===== config.mk =====
export PLATFORM = sky130hd
export DESIGN_NAME = sorted_priority_queue_flat
export DESIGN_NICKNAME = d
export VERILOG_FILES = /design/src/rtl/core/spq_pkg.sv /design/src/rtl/core/spq_intf.sv /design/src/rtl/core/spq_cell.sv /design/src/rtl/core/sorted_priority_queue.sv /design/src/flat_wrapper.sv
export SDC_FILE = /design/constraint.sdc
export NUM_CORES = 1
export LEC_CHECK = 0
export ABC_AREA = 1
export BUFFER_PORTS_ARGS = -buffer_cell sky130_fd_sc_hd__buf_2
export CORE_AREA = 2 2 329 331
export CTS_CLUSTER_DIAMETER = 80
export DETAILED_ROUTE_END_ITERATION = 8
export DIE_AREA = 0 0 331 333
export SYNTH_ARGS = -nofsm -noshare
export SYNTH_HDL_FRONTEND = slang
export SYNTH_SLANG_ARGS = --single-unit

===== constraint.sdc =====
create_clock -name clk_i -period 3.9 [get_ports clk_i]
set_clock_uncertainty 0.15 [all_clocks]
set_input_delay 0.39 -clock clk_i [delete_from_list [all_inputs] [get_ports clk_i]]
set_output_delay 0.39 -clock clk_i [all_outputs]
set_load 0.005 [all_outputs]

===== src/rtl/core/spq_pkg.sv =====
package spq_pkg;

  // Sizes
  localparam int unsigned DEPTH     = 16;
  localparam int unsigned TAG_BITS  = 16;
  localparam int unsigned PRIO_BITS = 16;
  localparam int unsigned CNT_BITS  = $clog2(DEPTH + 1);

  // Request action codes
  typedef enum logic {
    ACT_INSERT = 1'b0,
    ACT_POP    = 1'b1
  } action_e;

  // Result error codes
  typedef enum logic [1:0] {
    ERR_OK    = 2'd0,
    ERR_FULL  = 2'd1,
    ERR_EMPTY = 2'd2
  } err_e;

  // Command broadcast to every cell
  typedef enum logic [1:0] {
    CMD_HOLD,
    CMD_INSERT,
    CMD_POP
  } cmd_e;

  typedef struct packed {
    logic signed [PRIO_BITS-1:0] prio;
    logic        [TAG_BITS-1:0]  tag;
  } slot_t;

  typedef struct packed {
    cmd_e  cmd;
    slot_t ins;
  } ctrl_t;

  // What a cell hands to its upper neighbour
  typedef struct packed {
    slot_t slot;
    logic  le;    // occupied and priority <= inserted priority
  } link_t;

endpackage


===== src/rtl/core/spq_intf.sv =====
// Request channel
interface spq_req_if;
  logic                                 valid;
  logic                                 ready;
  logic                                 action;
  logic signed [spq_pkg::PRIO_BITS-1:0] priority_req;
  logic        [spq_pkg::TAG_BITS-1:0]  tag;

  modport source (output valid, action, priority_req, tag, input ready);
  modport sink   (input valid, action, priority_req, tag, output ready);
endinterface

// Result channel
interface spq_rsp_if;
  logic                                 valid;
  logic                                 ready;
  logic                                 popped_valid;
  logic signed [spq_pkg::PRIO_BITS-1:0] out_priority;
  logic        [spq_pkg::TAG_BITS-1:0]  out_tag;
  logic                                 is_empty;
  logic        [spq_pkg::CNT_BITS-1:0]  entry_count;
  logic        [1:0]                    error_code;

  modport source (output valid, popped_valid, out_priority, out_tag, is_empty,
                  entry_count, error_code, input ready);
  modport sink   (input valid, popped_valid, out_priority, out_tag, is_empty,
                  entry_count, error_code, output ready);
endinterface


===== src/rtl/core/spq_cell.sv =====
module spq_cell (
  input  logic            clk_i,
  input  spq_pkg::ctrl_t  ctrl_i,
  input  logic            occ_i,    // this slot holds an entry
  input  spq_pkg::link_t  left_i,   // neighbour nearer the head
  input  spq_pkg::slot_t  right_i,  // neighbour nearer the tail
  output spq_pkg::link_t  link_o
);

  spq_pkg::slot_t slot_q, slot_d;
  logic           mine_le;

  // Held entry goes no later than the new one
  assign mine_le = occ_i && (slot_q.prio <= ctrl_i.ins.prio);

  assign link_o.slot = slot_q;
  assign link_o.le   = mine_le;

  // Keep, take the new word, or shift from a neighbour
  always_comb begin
    slot_d = slot_q;
    case (ctrl_i.cmd)
      spq_pkg::CMD_INSERT: begin
        if (mine_le) begin
          slot_d = slot_q;
        end else if (left_i.le) begin
          slot_d = ctrl_i.ins;
        end else begin
          slot_d = left_i.slot;
        end
      end
      spq_pkg::CMD_POP: begin
        slot_d = right_i;
      end
      default: begin
        slot_d = slot_q;
      end
    endcase
  end

  always_ff @(posedge clk_i) begin
    slot_q <= slot_d;
  end

endmodule


===== src/rtl/core/sorted_priority_queue.sv =====
// Sorted priority queue, lowest priority first. Up to DEPTH entries sit in a
// chain of cells kept in ascending signed priority; an insert lands behind
// every held entry of lower or equal priority, so equal priorities leave in
// arrival order, and a pop returns the head entry. Every request word yields
// exactly one result word carrying the popped entry (zero otherwise), the
// empty flag, the fill count after the request and an error code (insert
// into a full queue or pop from an empty one is dropped and flagged). On a
// request all cells compare against the new priority in parallel and shift in
// the same clock, and the result is registered, so a new request is taken
// every cycle while the result register is free or being read. The result
// appears on the cycle after acceptance.
module sorted_priority_queue (
  input  logic              clk_i,
  input  logic              rst_ni,
  spq_req_if.sink           req_i,
  spq_rsp_if.source         rsp_o
);

  localparam int unsigned N = spq_pkg::DEPTH;
  localparam int unsigned C = spq_pkg::CNT_BITS;

  logic [C-1:0]   count_q, count_d;
  logic           out_valid_q;
  logic           popped_q;
  spq_pkg::slot_t out_slot_q, out_slot_d;
  logic [C-1:0]   out_count_q;
  spq_pkg::err_e  err_q, err_d;

  logic           accept;
  logic           full, empty;
  logic           popped_d;
  spq_pkg::ctrl_t ctrl;
  spq_pkg::link_t link [N];

  assign full   = (count_q == C'(N));
  assign empty  = (count_q == '0);
  assign req_i.ready = !out_valid_q || rsp_o.ready;
  assign accept = req_i.valid && req_i.ready;

  // Decode the request into a cell command and the result
  always_comb begin
    ctrl.cmd      = spq_pkg::CMD_HOLD;
    ctrl.ins.prio = req_i.priority_req;
    ctrl.ins.tag  = req_i.tag;
    count_d       = count_q;
    popped_d      = 1'b0;
    out_slot_d    = '0;
    err_d         = spq_pkg::ERR_OK;
    if (accept) begin
      case (spq_pkg::action_e'(req_i.action))
        spq_pkg::ACT_INSERT: begin
          if (full) begin
            err_d = spq_pkg::ERR_FULL;
          end else begin
            ctrl.cmd = spq_pkg::CMD_INSERT;
            count_d  = count_q + C'(1);
          end
        end
        spq_pkg::ACT_POP: begin
          if (empty) begin
            err_d = spq_pkg::ERR_EMPTY;
          end else begin
            ctrl.cmd   = spq_pkg::CMD_POP;
            count_d    = count_q - C'(1);
            popped_d   = 1'b1;
            out_slot_d = link[0].slot;
          end
        end
        default: begin
          err_d = spq_pkg::ERR_OK;
        end
      endcase
    end
  end

  // Cell chain, head at index 0
  for (genvar i = 0; i < N; i++) begin : g_cell
    spq_pkg::link_t left;
    spq_pkg::slot_t right;

    if (i == 0) begin : g_head
      assign left = '{slot: '0, le: 1'b1};
    end else begin : g_mid
      assign left = link[i-1];
    end

    if (i == N - 1) begin : g_tail
      assign right = '0;
    end else begin : g_body
      assign right = link[i+1].slot;
    end

    spq_cell u_cell (
      .clk_i  (clk_i),
      .ctrl_i (ctrl),
      .occ_i  (count_q > C'(i)),
      .left_i (left),
      .right_i(right),
      .link_o (link[i])
    );
  end

  // Fill count and result handshake
  always_ff @(posedge clk_i or negedge rst_ni) begin
    if (!rst_ni) begin
      count_q     <= '0;
      out_valid_q <= 1'b0;
    end else begin
      count_q <= count_d;
      if (accept) begin
        out_valid_q <= 1'b1;
      end else if (rsp_o.ready) begin
        out_valid_q <= 1'b0;
      end
    end
  end

  // Result word
  always_ff @(posedge clk_i) begin
    if (accept) begin
      popped_q    <= popped_d;
      out_slot_q  <= out_slot_d;
      out_count_q <= count_d;
      err_q       <= err_d;
    end
  end

  assign rsp_o.valid        = out_valid_q;
  assign rsp_o.popped_valid = popped_q;
  assign rsp_o.out_priority = out_slot_q.prio;
  assign rsp_o.out_tag      = out_slot_q.tag;
  assign rsp_o.is_empty     = (out_count_q == '0);
  assign rsp_o.entry_count  = out_count_q;
  assign rsp_o.error_code   = err_q;

  // Checks
  a_count_range: assert property (@(posedge clk_i) disable iff (!rst_ni)
    count_q <= C'(N))
    else $error("fill count beyond depth");

  a_pop_returns: assert property (@(posedge clk_i) disable iff (!rst_ni)
    accept && req_i.action == spq_pkg::ACT_POP && !empty
      |=> rsp_o.valid && rsp_o.popped_valid && rsp_o.error_code == spq_pkg::ERR_OK)
    else $error("pop from non-empty queue returned nothing");

  a_insert_count: assert property (@(posedge clk_i) disable iff (!rst_ni)
    accept && req_i.action == spq_pkg::ACT_INSERT && !full
      |=> count_q == $past(count_q) + C'(1))
    else $error("insert did not grow the fill count");

  a_result_count: assert property (@(posedge clk_i) disable iff (!rst_ni)
    accept |=> rsp_o.entry_count == count_q)
    else $error("reported count differs from held count");

endmodule


===== src/flat_wrapper.sv =====
// flat-port wrapper written by rule: the top's interface ports become plain ports
module sorted_priority_queue_flat 
  (clk_i, rst_ni, req_i_valid, req_i_action, req_i_priority_req, req_i_tag, req_i_ready, rsp_o_valid, rsp_o_popped_valid, rsp_o_out_priority, rsp_o_out_tag, rsp_o_is_empty, rsp_o_entry_count, rsp_o_error_code, rsp_o_ready);
  spq_req_if req_i_i ();
  spq_rsp_if rsp_o_i ();
  input  logic clk_i;
  input  logic rst_ni;
  input wire logic [$bits(req_i_i.valid)-1:0] req_i_valid;
  input wire logic [$bits(req_i_i.action)-1:0] req_i_action;
  input wire logic [$bits(req_i_i.priority_req)-1:0] req_i_priority_req;
  input wire logic [$bits(req_i_i.tag)-1:0] req_i_tag;
  output wire logic [$bits(req_i_i.ready)-1:0] req_i_ready;
  output wire logic [$bits(rsp_o_i.valid)-1:0] rsp_o_valid;
  output wire logic [$bits(rsp_o_i.popped_valid)-1:0] rsp_o_popped_valid;
  output wire logic [$bits(rsp_o_i.out_priority)-1:0] rsp_o_out_priority;
  output wire logic [$bits(rsp_o_i.out_tag)-1:0] rsp_o_out_tag;
  output wire logic [$bits(rsp_o_i.is_empty)-1:0] rsp_o_is_empty;
  output wire logic [$bits(rsp_o_i.entry_count)-1:0] rsp_o_entry_count;
  output wire logic [$bits(rsp_o_i.error_code)-1:0] rsp_o_error_code;
  input wire logic [$bits(rsp_o_i.ready)-1:0] rsp_o_ready;
  assign req_i_i.valid = req_i_valid;
  assign req_i_i.action = req_i_action;
  assign req_i_i.priority_req = req_i_priority_req;
  assign req_i_i.tag = req_i_tag;
  assign req_i_ready = req_i_i.ready;
  assign rsp_o_valid = rsp_o_i.valid;
  assign rsp_o_popped_valid = rsp_o_i.popped_valid;
  assign rsp_o_out_priority = rsp_o_i.out_priority;
  assign rsp_o_out_tag = rsp_o_i.out_tag;
  assign rsp_o_is_empty = rsp_o_i.is_empty;
  assign rsp_o_entry_count = rsp_o_i.entry_count;
  assign rsp_o_error_code = rsp_o_i.error_code;
  assign rsp_o_i.ready = rsp_o_ready;
  sorted_priority_queue u_core (.clk_i(clk_i), .rst_ni(rst_ni), .req_i(req_i_i), .rsp_o(rsp_o_i));
endmodule

==> metrics.cfg <==
[final_layout]
fillers = 11000
synthToLayoutAreaGrowth_pct = 11.2
multiInputGateArea_mm2 = 0.0169
num-nets-final = 5151
ff_latch_area_mm2 = 0.0167
diodes = 0
layout-drive-gt1-share_pct = 6.30

[clocking]
post_cts_buffers = 0
htreeDepth = 3
clkLatencyLatePin_ns = 0.62
cts_sinks = 558
cts_buffer_depth = 3
cts_tree = done
root_buffer = clkbuf_16
cts.clk_slew.worst_paths_ns = 0.06
numCtsBuffers = 67

[setup_path]
r2r-end = u_core.g_cell[13].u_cell.link_o[20]
cp-endpoint = u_core.g_cell[13].u_cell.link_o[20]
r2r_cells = 11
worstPathArrival_ns = 3.74
path_class = flop to flop
r2r_start = u_core.count_q[1]
reg2reg_slack_ns = 0.51
cp_slowest_stage_delay_ns = 0.71
critPathLaunch = u_core.count_q[1]
worst_setup_path_end_kind = flop
cpMaxStageDelayCell = buf_4
cp.required_ns = 4.25
startpoint_type = flop
crit_chain = inv_1 -> ha_1 -> nand2_2 -> nor2_4 -> nor2_4 -> inv_4 -> nor2_8 -> buf_4 -> buf_4 -> nand2_1 -> nand2_1
critPathMaxFanout = 61

[pwr]
irDropWorstVdd_uv = 478
sw_frac_of_total_pct = 40.2
p_leak_nw = 20.0
p_per_area_mw_per_mm2 = 656
combPwrFrac_pct = 39.9
p_int_w = 0.0162
sequentialPowerShare_pct = 37.0
power.switching_w = 0.0109
clock_power_share_pct = 23.1

[global_routing]
gr-total-overflow = 0
grt_max_degree = 183
grt_use_total_pct = 18.0
grt_pass1_vias = 30300
antenna_found_initial = 0
grt_pass1_wl_um = 163000

[yosys]
synthArstFlopShare_pct = 1.08
synth.top_cell.area_share_pct = 44.6
synth_fp_nets = 5174
yosysUniqueCellTypes = 41
synth_edf_count = 552
netlist_area_mm2 = 0.0372
ys_seq_area_share_pct = 45.0
synthTopCellsByArea = edfxtp_1, nand2_1, nand3_1
ys_seq_elements = 558
synth-main-ff-cell = edfxtp_1
syn_avg_cell_area_um2 = 7.62
yosysWarningCount = 0
synth_cells = 4876
synth_area_leader_cell = edfxtp_1

[routing]
drc = 0
routed_via_density = 4.88
wl_um = 99700
vias = 30800
ant_nets = 0
drt_iter0_drc = 2587
firstDrtPassIters = 5
wl_per_cell_um = 15.8

[sta]
timing.final.ws_setup_ns = 0.507
tightest_slew_ns = 0.947
setup_tns_ns = 0
slew_headroom_pct = 36.9
slew_violations = 0
grt_setup_unrepaired = no
min_period_ns = 3.39
setup_viol = 0
max_freq_mhz = 295
period_share_pct = 87.0
finalHoldViolCount = 0

[flow_run]
max_cap_violations = 0

[die]
die_width_um = 331
rows = 120
boundaryPins = 80
coreArea_mm2 = 0.107
die_area_mm2 = 0.110
initial_core_util_pct = 34.9
die_y_um = 333

[worst_hold_path]
hp-class = primary input to flop

[placement]
pre_cts_slack_ns = 0.541
gp_congestion = 0.827
portBuffers = 79
hpwlAfterDp_um = 71500

[run_status]
outcome = completed

-- flip-flops by register name, indices dropped and copies added, names as in the netlist --
| register | cells |
|---|---|
| u_core.rsp_o.popped_valid | 1 |
| u_core.rsp_o.out_tag | 16 |
| u_core.rsp_o.error_code | 2 |
| u_core.rsp_o.out_priority | 16 |
| u_core.rsp_o.valid | 1 |
| u_core.rsp_o.entry_count | 5 |
| u_core.count_q | 5 |
| u_core.g_cell.u_cell.link_o | 512 |
-- worst max-delay path: cells and delay by family (launching register included) --
| kind | cells | cell delay (ns) |
|---|---|---|
| flip-flops | 1 | 0.45 |
| adder cells (fa/ha/maj) | 1 | 0.24 |
| buffers and inverters | 4 | 1.52 |
| AND/OR/NAND/NOR | 6 | 0.82 |
-- worst min path at each step --
stage,start,to,slack [ns],cells past startpoint
floorplan,rst_ni,u_core.count_q[0],-0.06,0
global placement,rst_ni,u_core.rsp_o.valid,0.08,1
detailed placement,rst_ni,u_core.rsp_o.valid,0.08,1
CTS,req_i_valid,u_core.rsp_o.valid,0.06,3
global route,req_i_valid,u_core.rsp_o.valid,0.13,3
finish,req_i_valid,u_core.rsp_o.valid,0.10,3
-- what timing repair did --
action,CTS,global route
gates resized for setup,0,0
hold buffers,4,0
endpoints found under the hold margin,8,0
-- power by group through the flow --
stage | clock network, W | logic (W) | registers, W
CTS | 0.00641 | 0.0109 | 0.0100
floorplan | 0 | 0.00812 | 0.00980
finish | 0.00625 | 0.0108 | 0.0100
global placement | 0 | 0.0106 | 0.0101
global route | 0.00661 | 0.0126 | 0.0102
detailed placement | 0 | 0.0108 | 0.0101
-- routing by layer --
layer | track usage (%) | vias up | share of wire (%)
met1 | 25.8 | 14000 | 48
met2 | 28.8 | 762 | 45
met3 | 2.50 | 105 | 5.1
met5 | 0 | - | 0
li1 | - | 15900 | -
met4 | 3.98 | 0 | 1.6
-- synthesized netlist by cell type (3+ instances only) --
cell      instances
clkinv_1         16
buf_4            17
nand4_1          16
inv_1           583
buf_1             6
a21oi_1         123
nor3_1           11
nor2_1          147
nand2_1        1769
dfrtp_1           6
edfxtp_1        552
o21bai_1          4
nand3_1         993
inv_2             4
buf_6             4
o21ai_0          55
buf_2            92
nor2_2            3
ha_1            261
clkbuf_1        170
a21o_1           16
o21ai_1           6
-- kinds of logic (layout without fill, tap and decap cells) --
kind of cell    count (synthesis)  in the layout  share of synthesized area, %
buf+inv                       893            924                          9.59
compound gates                216            216                          3.20
fa+ha+maj                     261            261                          8.79
xor+xnor                        2              2                        0.0471
flops                         558            558                          45.0
simple gates                 2946           2946                          33.4
-- metrics by stage --
step | total power, W | utilization, % | instance area (um2) | cells | hold slack, ns
6_report | 0.0271 | 38.8 | 41300 | 6310 | 0.104
4_1_cts | 0.0273 | 38.8 | 41300 | 6310 | 0.0581
3_3_place_gp | 0.0207 | 36.7 | 39200 | 6183 | 0.0761
3_5_place_dp | 0.0210 | 36.7 | 39200 | 6183 | 0.0782
2_1_floorplan | 0.0179 | - | 37200 | 4876 | -0.0556
5_1_grt | 0.0294 | 38.8 | 41300 | 6310 | 0.129
-- cell usage in the layout (no fill, tap or decap), types with 6 or more instances in the layout --
cell and count:
dfrtp_1 6, clkbuf_16 69, nand4_1 16, clkbuf_1 14, clkinv_2 8, a21oi_1 123, nand3_1 992, buf_12 19
edfxtp_1 552, nor2_1 146, inv_1 581, buf_4 95, a21o_1 16, o21ai_0 55, ha_1 261, buf_2 79
nor3_1 11, clkinv_1 34, nand2_1 1769
-- final cells by class --
type,instances,area share (%)
Tap cell,1403,4.25
Sequential cell,558,40.5
Timing Repair Buffer,197,3.70
Multi-Input combinational cell,3425,40.9
Clock buffer,85,4.37
Clock inverter,38,0.805
Inverter,604,5.51
Note: power is estimated with default switching activity, not from simulation.
